==> config.mk <==
export PLATFORM = sky130hd
export DESIGN_NAME = stroke_record_encoder_unit
export DESIGN_NICKNAME = d
export VERILOG_FILES = /design/src/hw/rtl/sre_pkg.sv /design/src/hw/rtl/sre_regs.sv /design/src/hw/rtl/sre_front.sv /design/src/hw/rtl/sre_job_queue.sv /design/src/hw/rtl/sre_back.sv /design/src/hw/rtl/stroke_record_encoder_unit.sv
export SDC_FILE = /design/constraint.sdc
export NUM_CORES = 1
export LEC_CHECK = 0
export BUFFER_PORTS_ARGS = -buffer_cell sky130_fd_sc_hd__buf_2
export CAP_MARGIN = 20
export CORE_UTILIZATION = 45
export DETAILED_ROUTE_END_ITERATION = 10
export GPL_TIMING_DRIVEN = 1
export SLEW_MARGIN = 20
export SYNTH_ARGS = -nofsm -noshare
export SYNTH_HDL_FRONTEND = slang
export SYNTH_SLANG_ARGS = --single-unit
==> constraint.sdc <==
create_clock -name clk -period 24.3 [get_ports clk]
set_input_delay 4.86 -clock clk [delete_from_list [all_inputs] [get_ports clk]]
set_output_delay 4.86 -clock clk [all_outputs]
set_load 0.01 [all_outputs]
==> src/hw/rtl/sre_pkg.sv <==
package sre_pkg;

  localparam int DIGIT_W = 6;
  localparam int VARINT_W = 5;
  localparam int COORD_W = 12;
  localparam int ZZ_W = COORD_W + 1;
  localparam int ADDR_W = 5;
  localparam int DATA_W = 32;
  localparam int PHASES = 6;

  // register indexes, byte address is 4 * index
  typedef enum logic [2:0] {
    REG_PAGE   = 3'd0,
    REG_STYLE  = 3'd1,
    REG_LAYER  = 3'd2,
    REG_WIDTH  = 3'd3,
    REG_COLOR  = 3'd4,
    REG_OFFSET = 3'd5,
    REG_MARK   = 3'd6
  } reg_idx_t;

  localparam logic [2:0] STYLE_STROKE = 3'd0;
  localparam logic [2:0] STYLE_COLLECTION = 3'd1;

  // output phases of one job, sent from lowest to highest set bit
  localparam logic [PHASES-1:0] PH_ERR = 6'b000001;
  localparam logic [PHASES-1:0] PH_HDR = 6'b000010;
  localparam logic [PHASES-1:0] PH_PT  = 6'b000100;
  localparam logic [PHASES-1:0] PH_RAW = 6'b001000;
  localparam logic [PHASES-1:0] PH_VX  = 6'b010000;
  localparam logic [PHASES-1:0] PH_VY  = 6'b100000;

  typedef struct packed {
    logic [11:0] page_number;
    logic [2:0]  line_style;
    logic [2:0]  layer_number;
    logic [6:0]  line_width;
    logic [15:0] line_color;
    logic [7:0]  digit_offset;
    logic [7:0]  record_mark;
  } cfg_t;

  typedef struct packed {
    logic [PHASES-1:0]  mask;
    logic [COORD_W-1:0] sx;
    logic [COORD_W-1:0] sy;
    logic [COORD_W-1:0] ex;
    logic [COORD_W-1:0] ey;
    logic [ZZ_W-1:0]    zx;
    logic [ZZ_W-1:0]    zy;
    logic [1:0]         nx;
    logic [1:0]         ny;
  } job_t;

  typedef struct packed {
    logic [7:0] out_char;
    logic       run_last;
    logic       style_error;
  } res_t;

endpackage

==> src/hw/rtl/sre_regs.sv <==
module sre_regs (
  input  logic                       clk,
  input  logic                       rst,
  input  logic                       psel,
  input  logic                       penable,
  input  logic                       pwrite,
  input  logic [sre_pkg::ADDR_W-1:0] paddr,
  input  logic [sre_pkg::DATA_W-1:0] pwdata,
  output logic [sre_pkg::DATA_W-1:0] prdata,
  output sre_pkg::cfg_t              cfg
);

  sre_pkg::reg_idx_t idx;
  logic              wr;

  assign idx = sre_pkg::reg_idx_t'(paddr[4:2]);
  assign wr = psel & penable & pwrite;

  always_ff @(posedge clk) begin
    if (rst) begin
      cfg.page_number <= 12'd0;
      cfg.line_style <= sre_pkg::STYLE_STROKE;
      cfg.layer_number <= 3'd0;
      cfg.line_width <= 7'd1;
      cfg.line_color <= 16'hFFFF;
      cfg.digit_offset <= 8'd48;
      cfg.record_mark <= 8'd46;
    end else if (wr) begin
      case (idx)
        sre_pkg::REG_PAGE:   cfg.page_number <= pwdata[11:0];
        sre_pkg::REG_STYLE:  cfg.line_style <= pwdata[2:0];
        sre_pkg::REG_LAYER:  cfg.layer_number <= pwdata[2:0];
        sre_pkg::REG_WIDTH:  cfg.line_width <= pwdata[6:0];
        sre_pkg::REG_COLOR:  cfg.line_color <= pwdata[15:0];
        sre_pkg::REG_OFFSET: cfg.digit_offset <= pwdata[7:0];
        sre_pkg::REG_MARK:   cfg.record_mark <= pwdata[7:0];
        default: ;
      endcase
    end
  end

  always_comb begin
    case (idx)
      sre_pkg::REG_PAGE:   prdata = 32'(cfg.page_number);
      sre_pkg::REG_STYLE:  prdata = 32'(cfg.line_style);
      sre_pkg::REG_LAYER:  prdata = 32'(cfg.layer_number);
      sre_pkg::REG_WIDTH:  prdata = 32'(cfg.line_width);
      sre_pkg::REG_COLOR:  prdata = 32'(cfg.line_color);
      sre_pkg::REG_OFFSET: prdata = 32'(cfg.digit_offset);
      sre_pkg::REG_MARK:   prdata = 32'(cfg.record_mark);
      default:             prdata = '0;
    endcase
  end

endmodule

==> src/hw/rtl/sre_front.sv <==
module sre_front (
  input  logic                        clk,
  input  logic                        rst,
  input  sre_pkg::cfg_t               cfg,
  input  logic                        push,
  input  logic                        jq_full,
  input  logic [sre_pkg::COORD_W-1:0] start_x,
  input  logic [sre_pkg::COORD_W-1:0] start_y,
  input  logic [sre_pkg::COORD_W-1:0] end_x,
  input  logic [sre_pkg::COORD_W-1:0] end_y,
  input  logic                        first_segment,
  output logic                        job_push,
  output sre_pkg::job_t               job
);

  logic [sre_pkg::COORD_W-1:0] prev_x;
  logic [sre_pkg::COORD_W-1:0] prev_y;
  logic [sre_pkg::COORD_W-1:0] ref_x;
  logic [sre_pkg::COORD_W-1:0] ref_y;
  logic                        accept;
  logic                        err;
  logic                        stroke;
  logic                        moved;

  function automatic logic [sre_pkg::ZZ_W-1:0] zigzag(
    input logic [sre_pkg::COORD_W-1:0] to,
    input logic [sre_pkg::COORD_W-1:0] from
  );
    logic [sre_pkg::ZZ_W-1:0] r;
    if (to >= from) begin
      r = {to - from, 1'b0};
    end else begin
      r = {from - to, 1'b0} - 13'd1;
    end
    return r;
  endfunction

  function automatic logic [1:0] varint_len(input logic [sre_pkg::ZZ_W-1:0] z);
    logic [1:0] n;
    if (z < 13'd32) begin
      n = 2'd1;
    end else if (z < 13'd1024) begin
      n = 2'd2;
    end else begin
      n = 2'd3;
    end
    return n;
  endfunction

  assign err = cfg.line_style > sre_pkg::STYLE_COLLECTION;
  assign stroke = cfg.line_style == sre_pkg::STYLE_STROKE;
  assign ref_x = first_segment ? start_x : prev_x;
  assign ref_y = first_segment ? start_y : prev_y;
  assign moved = (end_x != ref_x) || (end_y != ref_y);
  assign accept = push & ~jq_full;

  always_comb begin
    job.mask = '0;
    if (err) begin
      job.mask = sre_pkg::PH_ERR;
    end else begin
      if (first_segment) begin
        job.mask = job.mask | sre_pkg::PH_HDR;
      end
      if (!stroke) begin
        job.mask = job.mask | sre_pkg::PH_RAW;
      end else begin
        if (first_segment) begin
          job.mask = job.mask | sre_pkg::PH_PT;
        end
        if (moved) begin
          job.mask = job.mask | sre_pkg::PH_VX | sre_pkg::PH_VY;
        end
      end
    end
    job.sx = start_x;
    job.sy = start_y;
    job.ex = end_x;
    job.ey = end_y;
    job.zx = zigzag(end_x, ref_x);
    job.zy = zigzag(end_y, ref_y);
    job.nx = varint_len(job.zx);
    job.ny = varint_len(job.zy);
  end

  // a job with an empty mask (a stationary stroke segment that opens no record) is not pushed
  assign job_push = accept & (job.mask != '0);

  always_ff @(posedge clk) begin
    if (rst) begin
      prev_x <= '0;
      prev_y <= '0;
    end else if (accept && !err) begin
      prev_x <= end_x;
      prev_y <= end_y;
    end
  end

endmodule

==> src/hw/rtl/sre_job_queue.sv <==
module sre_job_queue (
  input  logic          clk,
  input  logic          rst,
  input  logic          wr_en,
  input  sre_pkg::job_t wr_job,
  output logic          full,
  input  logic          rd_en,
  output logic          valid,
  output sre_pkg::job_t rd_job
);

  sre_pkg::job_t q [2];
  logic          wr_ptr;
  logic          rd_ptr;
  logic [1:0]    count;
  logic          do_wr;
  logic          do_rd;

  assign full = count == 2'd2;
  assign valid = count != 2'd0;
  assign do_wr = wr_en & ~full;
  assign do_rd = rd_en & valid;
  assign rd_job = q[rd_ptr];

  always_ff @(posedge clk) begin
    if (do_wr) begin
      q[wr_ptr] <= wr_job;
    end
  end

  always_ff @(posedge clk) begin
    if (rst) begin
      wr_ptr <= 1'b0;
      rd_ptr <= 1'b0;
      count <= 2'd0;
    end else begin
      if (do_wr) begin
        wr_ptr <= ~wr_ptr;
      end
      if (do_rd) begin
        rd_ptr <= ~rd_ptr;
      end
      count <= count + {1'b0, do_wr} - {1'b0, do_rd};
    end
  end

endmodule

==> src/hw/rtl/sre_back.sv <==
module sre_back (
  input  logic          clk,
  input  logic          rst,
  input  sre_pkg::cfg_t cfg,
  input  logic          jq_valid,
  input  sre_pkg::job_t jq_job,
  output logic          jq_take,
  input  logic          pop,
  output logic          empty,
  output logic [7:0]    out_char,
  output logic          run_last,
  output logic          style_error
);

  sre_pkg::job_t              job;
  logic                       busy;
  logic [sre_pkg::PHASES-1:0] rem;
  logic [sre_pkg::PHASES-1:0] cur;
  logic [sre_pkg::PHASES-1:0] rem_next;
  logic [2:0]                 cnt;
  logic [2:0]                 cnt_end;
  logic                       phase_done;
  logic                       produce;
  logic                       last;
  logic [sre_pkg::DIGIT_W-1:0] digit;
  logic [5:0]                 width_digit;
  logic [sre_pkg::ZZ_W-1:0]   z;
  logic [1:0]                 n;
  logic [sre_pkg::VARINT_W-1:0] payload;
  logic                       cont;
  sre_pkg::res_t              res;

  sre_pkg::res_t              oq [2];
  logic                       oq_wr_ptr;
  logic                       oq_rd_ptr;
  logic [1:0]                 oq_count;
  logic                       oq_full;
  logic                       oq_pop;

  assign cur = rem & (~rem + 6'd1);
  assign rem_next = rem & ~cur;
  assign z = (cur == sre_pkg::PH_VX) ? job.zx : job.zy;
  assign n = (cur == sre_pkg::PH_VX) ? job.nx : job.ny;

  always_comb begin
    case (cur)
      sre_pkg::PH_ERR: cnt_end = 3'd0;
      sre_pkg::PH_HDR: cnt_end = 3'd7;
      sre_pkg::PH_PT:  cnt_end = 3'd3;
      sre_pkg::PH_RAW: cnt_end = 3'd7;
      sre_pkg::PH_VX:  cnt_end = 3'(n) - 3'd1;
      sre_pkg::PH_VY:  cnt_end = 3'(n) - 3'd1;
      default:         cnt_end = 3'd0;
    endcase
  end

  assign phase_done = cnt == cnt_end;
  assign produce = busy & ~oq_full;
  assign last = phase_done & (rem_next == '0);
  assign jq_take = jq_valid & (~busy | (produce & last));

  // width minus one, saturated to one digit, zero width saturates too
  always_comb begin
    if (cfg.line_width == 7'd0 || cfg.line_width > 7'd64) begin
      width_digit = 6'h3F;
    end else begin
      width_digit = 6'(cfg.line_width - 7'd1);
    end
  end

  always_comb begin
    case (cnt)
      3'd0:    payload = z[4:0];
      3'd1:    payload = z[9:5];
      default: payload = 5'(z[12:10]);
    endcase
    cont = 3'(n) > (cnt + 3'd1);
  end

  always_comb begin
    digit = '0;
    case (cur)
      sre_pkg::PH_HDR: begin
        case (cnt)
          3'd1:    digit = cfg.page_number[5:0];
          3'd2:    digit = cfg.page_number[11:6];
          3'd3:    digit = {cfg.layer_number, cfg.line_style};
          3'd4:    digit = width_digit;
          3'd5:    digit = cfg.line_color[5:0];
          3'd6:    digit = cfg.line_color[11:6];
          3'd7:    digit = 6'(cfg.line_color[15:12]);
          default: digit = '0;
        endcase
      end
      sre_pkg::PH_PT, sre_pkg::PH_RAW: begin
        case (cnt)
          3'd0:    digit = job.sx[5:0];
          3'd1:    digit = job.sx[11:6];
          3'd2:    digit = job.sy[5:0];
          3'd3:    digit = job.sy[11:6];
          3'd4:    digit = job.ex[5:0];
          3'd5:    digit = job.ex[11:6];
          3'd6:    digit = job.ey[5:0];
          3'd7:    digit = job.ey[11:6];
          default: digit = '0;
        endcase
      end
      sre_pkg::PH_VX, sre_pkg::PH_VY: digit = {cont, payload};
      default: digit = '0;
    endcase
  end

  always_comb begin
    res.run_last = last;
    res.style_error = 1'b0;
    res.out_char = 8'(cfg.digit_offset + {2'b00, digit});
    case (cur)
      sre_pkg::PH_ERR: begin
        res.out_char = 8'd0;
        res.style_error = 1'b1;
      end
      sre_pkg::PH_HDR: begin
        if (cnt == 3'd0) begin
          res.out_char = cfg.record_mark;
        end
      end
      default: ;
    endcase
  end

  always_ff @(posedge clk) begin
    if (jq_take) begin
      job <= jq_job;
    end
  end

  always_ff @(posedge clk) begin
    if (rst) begin
      busy <= 1'b0;
      rem <= '0;
      cnt <= 3'd0;
    end else if (jq_take) begin
      busy <= 1'b1;
      rem <= jq_job.mask;
      cnt <= 3'd0;
    end else if (produce) begin
      if (last) begin
        busy <= 1'b0;
        rem <= '0;
        cnt <= 3'd0;
      end else if (phase_done) begin
        rem <= rem_next;
        cnt <= 3'd0;
      end else begin
        cnt <= cnt + 3'd1;
      end
    end
  end

  // result queue, two beats deep
  assign oq_full = oq_count == 2'd2;
  assign empty = oq_count == 2'd0;
  assign oq_pop = pop & ~empty;
  assign out_char = oq[oq_rd_ptr].out_char;
  assign run_last = oq[oq_rd_ptr].run_last;
  assign style_error = oq[oq_rd_ptr].style_error;

  always_ff @(posedge clk) begin
    if (produce) begin
      oq[oq_wr_ptr] <= res;
    end
  end

  always_ff @(posedge clk) begin
    if (rst) begin
      oq_wr_ptr <= 1'b0;
      oq_rd_ptr <= 1'b0;
      oq_count <= 2'd0;
    end else begin
      if (produce) begin
        oq_wr_ptr <= ~oq_wr_ptr;
      end
      if (oq_pop) begin
        oq_rd_ptr <= ~oq_rd_ptr;
      end
      oq_count <= oq_count + {1'b0, produce} - {1'b0, oq_pop};
    end
  end

endmodule

==> src/hw/rtl/stroke_record_encoder_unit.sv <==
// Stroke record encoder. Segments are pushed one per clock while full is
// low; the front end classifies each one, computes its zig-zag deltas
// against the current point and queues a job in a two-entry job queue.
// The back end sends one character beat per clock from the job while the
// result queue has room; a segment has 2 to 6 characters for a moving
// stroke segment, 8 extra for a record header, 4 for the start point, 8
// for a collection segment, 1 for an unsupported style and 0 for a
// stationary segment. The back end's one-character-per-cycle output sets
// the sustained rate. Results leave through a two-beat queue, run_last
// marks the last character of a segment. The user must write registers
// over the APB port only while the block is idle; it does not enforce this.
module stroke_record_encoder_unit (
  input  logic                        clk,
  input  logic                        rst,
  input  logic                        psel,
  input  logic                        penable,
  input  logic                        pwrite,
  input  logic [sre_pkg::ADDR_W-1:0]  paddr,
  input  logic [sre_pkg::DATA_W-1:0]  pwdata,
  output logic [sre_pkg::DATA_W-1:0]  prdata,
  output logic                        pready,
  input  logic [sre_pkg::COORD_W-1:0] start_x,
  input  logic [sre_pkg::COORD_W-1:0] start_y,
  input  logic [sre_pkg::COORD_W-1:0] end_x,
  input  logic [sre_pkg::COORD_W-1:0] end_y,
  input  logic                        first_segment,
  input  logic                        push,
  output logic                        full,
  output logic [7:0]                  out_char,
  output logic                        run_last,
  output logic                        style_error,
  output logic                        empty,
  input  logic                        pop
);

  sre_pkg::cfg_t cfg;
  sre_pkg::job_t fe_job;
  sre_pkg::job_t jq_job;
  logic          fe_push;
  logic          jq_full;
  logic          jq_valid;
  logic          jq_take;

  assign pready = 1'b1;
  assign full = jq_full;

  sre_regs u_regs (
    .clk     (clk),
    .rst     (rst),
    .psel    (psel),
    .penable (penable),
    .pwrite  (pwrite),
    .paddr   (paddr),
    .pwdata  (pwdata),
    .prdata  (prdata),
    .cfg     (cfg)
  );

  sre_front u_front (
    .clk           (clk),
    .rst           (rst),
    .cfg           (cfg),
    .push          (push),
    .jq_full       (jq_full),
    .start_x       (start_x),
    .start_y       (start_y),
    .end_x         (end_x),
    .end_y         (end_y),
    .first_segment (first_segment),
    .job_push      (fe_push),
    .job           (fe_job)
  );

  sre_job_queue u_job_queue (
    .clk    (clk),
    .rst    (rst),
    .wr_en  (fe_push),
    .wr_job (fe_job),
    .full   (jq_full),
    .rd_en  (jq_take),
    .valid  (jq_valid),
    .rd_job (jq_job)
  );

  sre_back u_back (
    .clk         (clk),
    .rst         (rst),
    .cfg         (cfg),
    .jq_valid    (jq_valid),
    .jq_job      (jq_job),
    .jq_take     (jq_take),
    .pop         (pop),
    .empty       (empty),
    .out_char    (out_char),
    .run_last    (run_last),
    .style_error (style_error)
  );

endmodule

== Word-level counts from Yosys, hierarchy flattened ==
Memory sizes are Yosys's and may differ from the RTL's. A register that Yosys moved wholly into a read port is not among the register bits.
Index checks and enable logic that the tools add are counted.

* Memories: 2
* Output and inout bits: 45
* Input bits: 93
* Flip-flop bits (word level): 177
* Word-level logic and storage cells: 170
* Bits in writable memories: 188

{| class="wikitable"
|+ Memory list
! name !! depth !! bits a word !! read ports !! clocked after memory_dff !! write ports !! RTL line !! source
|-
| u_job_queue.q || 2 || 84 || 1 || 1 || 1 || sre_job_queue.sv:12 || <nowiki>sre_pkg::job_t q [2];</nowiki>
|-
| u_back.oq || 2 || 10 || 1 || 1 || 1 || sre_back.sv:33 || <nowiki>sre_pkg::res_t oq [2];</nowiki>
|}

* Reduce and logical (&&, ||, !) cells: 28
* Bitwise operators: 24
* $add $sub $neg: 15
* Equality and inequality tests: 24
* Multiplexer cells: 42
* Order comparisons: 9

{| class="wikitable"
|+ Operators by type and width
! operator !! number
|-
| $pmux 16 s7 || 1
|-
| $mux 6 || 8
|-
| $pmux 6 s8 || 1
|-
| $sub 12x12->12 || 4
|-
| $pmux 6 s7 || 1
|-
| $mux 13 || 3
|-
| $lt 13x11->1 const B || 2
|-
| $lt 13x6->1 const B || 2
|-
| $sub 13x1->13 const B || 2
|-
| $ge 12x12->1 || 2
|-
| $mux 12 || 2
|-
| $ne 12x12->1 || 2
|-
| $eq 3x3->1 const B || 7
|-
| $pmux 6 s3 || 1
|-
| $reduce_and 2->1 || 9
|-
| $pmux 8 s2 || 1
|-
| $mux 1 || 14
|-
| $and 6x6->6 || 2
|-
| $eq 3x2->1 const B || 4
|-
| $not 6->6 || 2
|-
| $and 1x1->1 || 11
|-
| $pmux 5 s2 || 1
|-
| $logic_not 3->1 || 3
|-
| $mux 3 || 3
|-
| 34 further kinds || 54
|}

== Longest topological paths before layout ==
* Depth after elaboration: 15
* Gate-level depth with buffers: 20

== Cells and area by module ==
A second synthesis with hierarchy kept.

* Cell total of the unflattened synthesis: 1715
* Area, all modules: 19720.2 µm²

{| class="wikitable"
|+ Modules (own cells, without submodules)
! module !! area an instance (µm²) !! seq. area each (µm²) !! cells an instance !! instances
|-
| sre_job_queue || 6311.1 || 5144.9 || 287 || 1
|-
| sre_back || 5430.2 || 3243.1 || 427 || 1
|-
| sre_front || 4997.3 || 480.5 || 693 || 1
|-
| sre_regs || 2970.3 || 1141.1 || 306 || 1
|-
| stroke_record_encoder_unit || 11.3 || 0.0 || 2 || 1
|}

== Least setup slack after synthesis ==
OpenSTA, ideal clock, no wires.

* Path type: input to register
* Start: input first_segment
* End: memory u_job_queue.q[0][0] (netlist bit) (enable)
* Setup time: 0.535 ns
* Arrival time: 10.806 ns
* Path buffers: 3
* Data required time: 23.765 ns
* Slack: 12.959 ns
* Stages on the path: 12
* Cell sequence: clkbuf_1 > clkbuf_1 > mux2i_1 > inv_1 > ha_1 > buf_4 > nand3_1 > nor4_2 > nand4_1 > nor2_1 > a21oi_1 > nor2b_1

* Word-level cells in the longest chain between the ends: 11
* Elaborated cells between the ends (all ways): 15

{| class="wikitable"
|+ Ends and longest elaborated chain
! element !! RTL line !! source
|-
| from (decl) || stroke_record_encoder_unit.sv:26 || <nowiki>input logic first_segment,</nowiki>
|-
| $mux 12, on equally long branches || sre_front.sv:52, sre_front.sv:53 ||
|-
| $ne 12x12->1 || sre_front.sv:54 || <nowiki>assign moved = (end_x != ref_x) || (end_y != ref_y);</nowiki>
|-
| $logic_or 1x1->1 || sre_front.sv:54 ||
|-
| $mux 6 || sre_front.sv:71 || <nowiki>if (moved) begin</nowiki>
|-
| $mux 6 * || sre_front.sv:65 || <nowiki>if (!stroke) begin</nowiki>
|-
| $mux 6 * || sre_front.sv:59 || <nowiki>if (err) begin</nowiki>
|-
| $reduce_bool 6->1 * || sre_front.sv:87 || <nowiki>assign job_push = accept & (job.mask != '0);</nowiki>
|-
| $and 1x1->1 * || sre_front.sv:87 ||
|-
| $and 1x1->1 * || sre_job_queue.sv:21 || <nowiki>assign do_wr = wr_en & ~full;</nowiki>
|-
| named net u_job_queue.do_wr || sre_job_queue.sv:16 || <nowiki>logic do_wr;</nowiki>
|-
| $mux 1 * || sre_job_queue.sv:26 || <nowiki>if (do_wr) begin</nowiki>
|-
| $mux 1 (implied by the code) * || sre_job_queue.sv:27 || <nowiki>q[wr_ptr] <= wr_job;</nowiki>
|-
| to (decl) || sre_job_queue.sv:12 ||
|}

The timed path passes the listed nets; every way through them passes the cells marked *.

== Worst setup path in the final report ==
* Start: input paddr[3] (netlist bit)
* End: output prdata[2] (netlist bit)

* Word-level cells in the longest chain between the ends: 2
* Elaborated cells between the ends (all ways): 8

{| class="wikitable"
|+ Ends and longest elaborated chain
! element !! RTL line !! source
|-
| from (decl) || stroke_record_encoder_unit.sv:18 || <nowiki>input logic [sre_pkg::ADDR_W-1:0] paddr,</nowiki>
|-
| $eq 3x3->1, or another cell as far along || sre_regs.sv:43 || <nowiki>case (idx)</nowiki>
|-
| $pmux 16 s7 * || sre_regs.sv:43 ||
|-
| to (decl) || stroke_record_encoder_unit.sv:20 || <nowiki>output logic [sre_pkg::DATA_W-1:0] prdata,</nowiki>
|}

Every way passes the cells marked *; elsewhere a longest branch is shown, timed or not.

==> impl_metrics.csv <==
group,metric,value,unit
route,routed_wl,46700,um
critical_path,criticalPathCategory,"in2out",
global_route,grt_first_pass_wirelength,71700,um
cts,clk_latency,560,ps
global_route,grt_util_all_layers,22.2,%
cells_and_area,num_antenna_cells,0,
yosys,synthTopCellsByArea,"edfxtp_1 (42%), dfxtp_1 (11%), mux2_2 (6.2%)",
cts,clock_sinks,365,
critical_path,crit_path_end,"prdata[2]",
yosys,yosysSeqAreaShare,53.1,%
timing,finalCriticalPeriod,11320,ps
timing,max-slew-margin-rel,25.6,%
global_route,grt_pass1_vias,12300,
critical_path,r2r_slack,19210,ps
power,p_per_area,104,nW/um^2
power,power,0.00218,W
route,drc,0,
global_route,grt-ovfl-total,0,
route,num_vias,12700,
global_route,grt_start_max_net_pins,88,
yosys,syn_avg_cell_area,11.6,um^2
power,p_leak,8.02,nW
cts,post_cts.repair.setup_buffers,0,
critical_path,worst_ep_arrival_time,6460,ps
run_status,run_status,"completed",
yosys,synth_top_cell_by_area,"edfxtp_1",
yosys,synth_cells,1619,
cts,cts_buffers,40,
route,wl_per_cell,20.8,um
timing,period_share,46.6,%
die,boundaryPins,138,
yosys,yosysWarnings,0,
yosys,synth_area,18800,um^2
cts,clockBufferDepth,3,
critical_path,ff2ff_path_depth,17,
min_path,hold_class,"reg2reg",
cts,path_clk_slew,50,ps
yosys,synth-main-ff-cell,"edfxtp_1",
route,ant_nets,0,
timing,tightest_slew,1110,ps
power,ir_worst_vdd,0.0620,mV
cells_and_area,nNetsFinal,1852,
cts,cts_max_level,2,
placed_design,pre_cts_slack,13060,ps
critical_path,r2r_end,"u_back.oq[0][8]$_DFFE_PP_",
die,initial_core_util,45.8,%
cts,root_buffer,"clkbuf_16",
critical_path,start_kind,"input port",
timing,fin_setup_tns,0,ps
yosys,yosysTopAreaCellShare,42.3,%
die,die_y,206,um
placed_design,dpl.hpwl,32100,um
critical_path,cp-startpoint,"paddr[3]",
timing,setup_ws,12980,ps
critical_path,cp-end-kind,"output pin",
timing,slew_viol_final,0,
placed_design,placed_cell_area,19600,um^2
yosys,ys_async_sr_fraction,0,%
cells_and_area,area_delta_synth_final,11.6,%
timing,finalHoldViolations,0,
die,rows,74,
yosys,synth-seq-cells,365,
timing,skew,20.3,ps
critical_path,cp_data_required_time,19440,ps
yosys,ys_types,97,
route,avgViaCountPerCell,5.66,
global_route,antenna_found_initial,0,
timing,holdWs,452,ps
route,firstDrtPassIters,9,
timing,setup_viol,0,
cts,cts_hold_buf,0,
placed_design,portBuffers,102,
die,core,40900,um^2
die,fp.dieW,206,um
die,die_area,42500,um^2
cts,cts_tree,"yes",
yosys,synth_edf_count,264,
timing,rsz0062_at_grt,"false",
route,drt_iter0_markers,1088,
timing,max_freq,88.3,MHz
critical_path,cp_max_fo,19,
cells_and_area,drive_above_1_share,18.5,%
flow_run,maxCapViolations,0,
cells_and_area,final_area,20900,um^2
placed_design,finalWeightedCongestion,0.878,
cts,ctsResizeCount,0,
critical_path,reg2reg_from,"u_back.cnt[2]$_SDFFE_PP0P_",
## layout by cell type, fill, tap and decap left out, drive strengths merged, types with 17 or more instances in the layout
| master | synthesis | routed |
|---|---|---|
| inv | 87 | 89 |
| o21ai | 45 | 45 |
| dfxtp | 101 | 101 |
| ha | 69 | 69 |
| buf | 47 | 113 |
| xnor2 | 46 | 46 |
| nor2b | 43 | 43 |
| a211o | 27 | 27 |
| mux2 | 103 | 103 |
| a222oi | 18 | 18 |
| nor2 | 90 | 90 |
| nand3 | 25 | 25 |
| nand2 | 144 | 144 |
| conb | 2 | 17 |
| mux2i | 75 | 75 |
| xor2 | 19 | 19 |
| clkbuf | 57 | 54 |
| a21o | 27 | 27 |
| a21oi | 106 | 106 |
| edfxtp | 264 | 264 |
## routing by layer
metal / share of wire (%) / wire length [um] / vias up / GRT usage [%]
li1: - / - / 6055 / -
met1: 44 / 20600 / 6256 / 29.4
met2: 49 / 22800 / 356 / 37.8
met3: 5.2 / 2410 / 50 / 3.19
met4: 1.9 / 864 / 0 / 6.57
met5: 0 / 0 / - / 0
## worst min-delay path by stage
stage / startpoint / end / slack (ps) / cells past startpoint
floorplan: u_front.prev_x[0]$_SDFFE_PP0P_ / u_front.prev_x[0]$_SDFFE_PP0P_ / 440 / 2
global placement: u_front.prev_y[9]$_SDFFE_PP0P_ / u_front.prev_y[9]$_SDFFE_PP0P_ / 440 / 2
detailed placement: u_front.prev_y[1]$_SDFFE_PP0P_ / u_front.prev_y[1]$_SDFFE_PP0P_ / 450 / 2
CTS: u_front.prev_y[6]$_SDFFE_PP0P_ / u_front.prev_y[6]$_SDFFE_PP0P_ / 450 / 2
global route: u_front.prev_y[6]$_SDFFE_PP0P_ / u_front.prev_y[6]$_SDFFE_PP0P_ / 470 / 2
finish: u_front.prev_y[5]$_SDFFE_PP0P_ / u_front.prev_y[5]$_SDFFE_PP0P_ / 450 / 2
## stage by stage
step,util (%),instances
final,51.2,2247
after global routing,51.2,2247
after CTS,51.2,2247
after detailed placement,47.9,2175
after global placement,47.9,2175
after floorplan,-,1634
## power by group
part	switching [W]	leakage [nW]	internal, W	total [W]
clock	0.000246	0.665	0.000378	0.000624
combinational	0.000386	4.08	0.000244	0.000629
sequential	0.0000642	3.28	0.000860	0.000924
## final cells by class
type | instances | area, um^2
repair buffers | 113 | 596
flip-flops and latches | 365 | 9950
inverters | 88 | 338
clock buffers | 54 | 1120
multi-input cells | 1077 | 8040
well taps | 532 | 666
clock inverters | 18 | 221
fillers | 3636 | 20000
## kinds of logic (layout without fill, tap and decap cells)
logic type	after synthesis	after routing	share of synthesized area [%]
flip-flops	365	365	53.1
multiplexers	181	181	10.5
AND/OR/NAND/NOR	391	391	10.2
AO/OA/AOI/OAI	348	348	13.4
adder cells (fa/ha/maj)	75	75	5.19
other	2	17	0.0400
XOR/XNOR	65	65	3.04
buffers and inverters	192	273	4.52
## worst max-delay path, stage by stage
cell and delay (ps):
buf_2 330, nor2b_1 660, nand2_1 110, o21ai_0 130
mux2_2 230, buf_2 140
## sequential cells by signal, indices dropped and copies added (netlist names), 2 cells and up, named ones only
register and cells:
u_job_queue.q 166, u_back.job 78, u_regs.cfg 57, u_back.oq 20, u_front.prev_x 12, u_front.prev_y 12, u_back.rem 6, u_back.cnt 3
u_back.oq_count 2, u_job_queue.count 2
## cells in the mapped netlist, drive strengths merged, types with 4 or more instances
cell / instances
nand3: 25
a221oi: 11
xnor2: 46
ha: 69
nand4: 7
o21a: 5
xor2: 19
nor3b: 6
a222oi: 18
nand2: 144
and2: 10
nand2b: 8
a31oi: 6
o2111ai: 4
nor2: 90
and3: 10
a21o: 27
o31ai: 7
nand3b: 6
inv: 87
o221ai: 5
a21oi: 106
buf: 47
o21bai: 7
fa: 5
nor4: 4
or3: 11
clkbuf: 57
o21ai: 45
a22oi: 10
o22ai: 5
nor3: 12
a211oi: 12
nor2b: 43
o211a: 7
edfxtp: 264
a211o: 27
mux2: 103
or4: 5
mux2i: 75
a21boi: 4
o211ai: 12
dfxtp: 101
(Power assumes the default switching activity.)
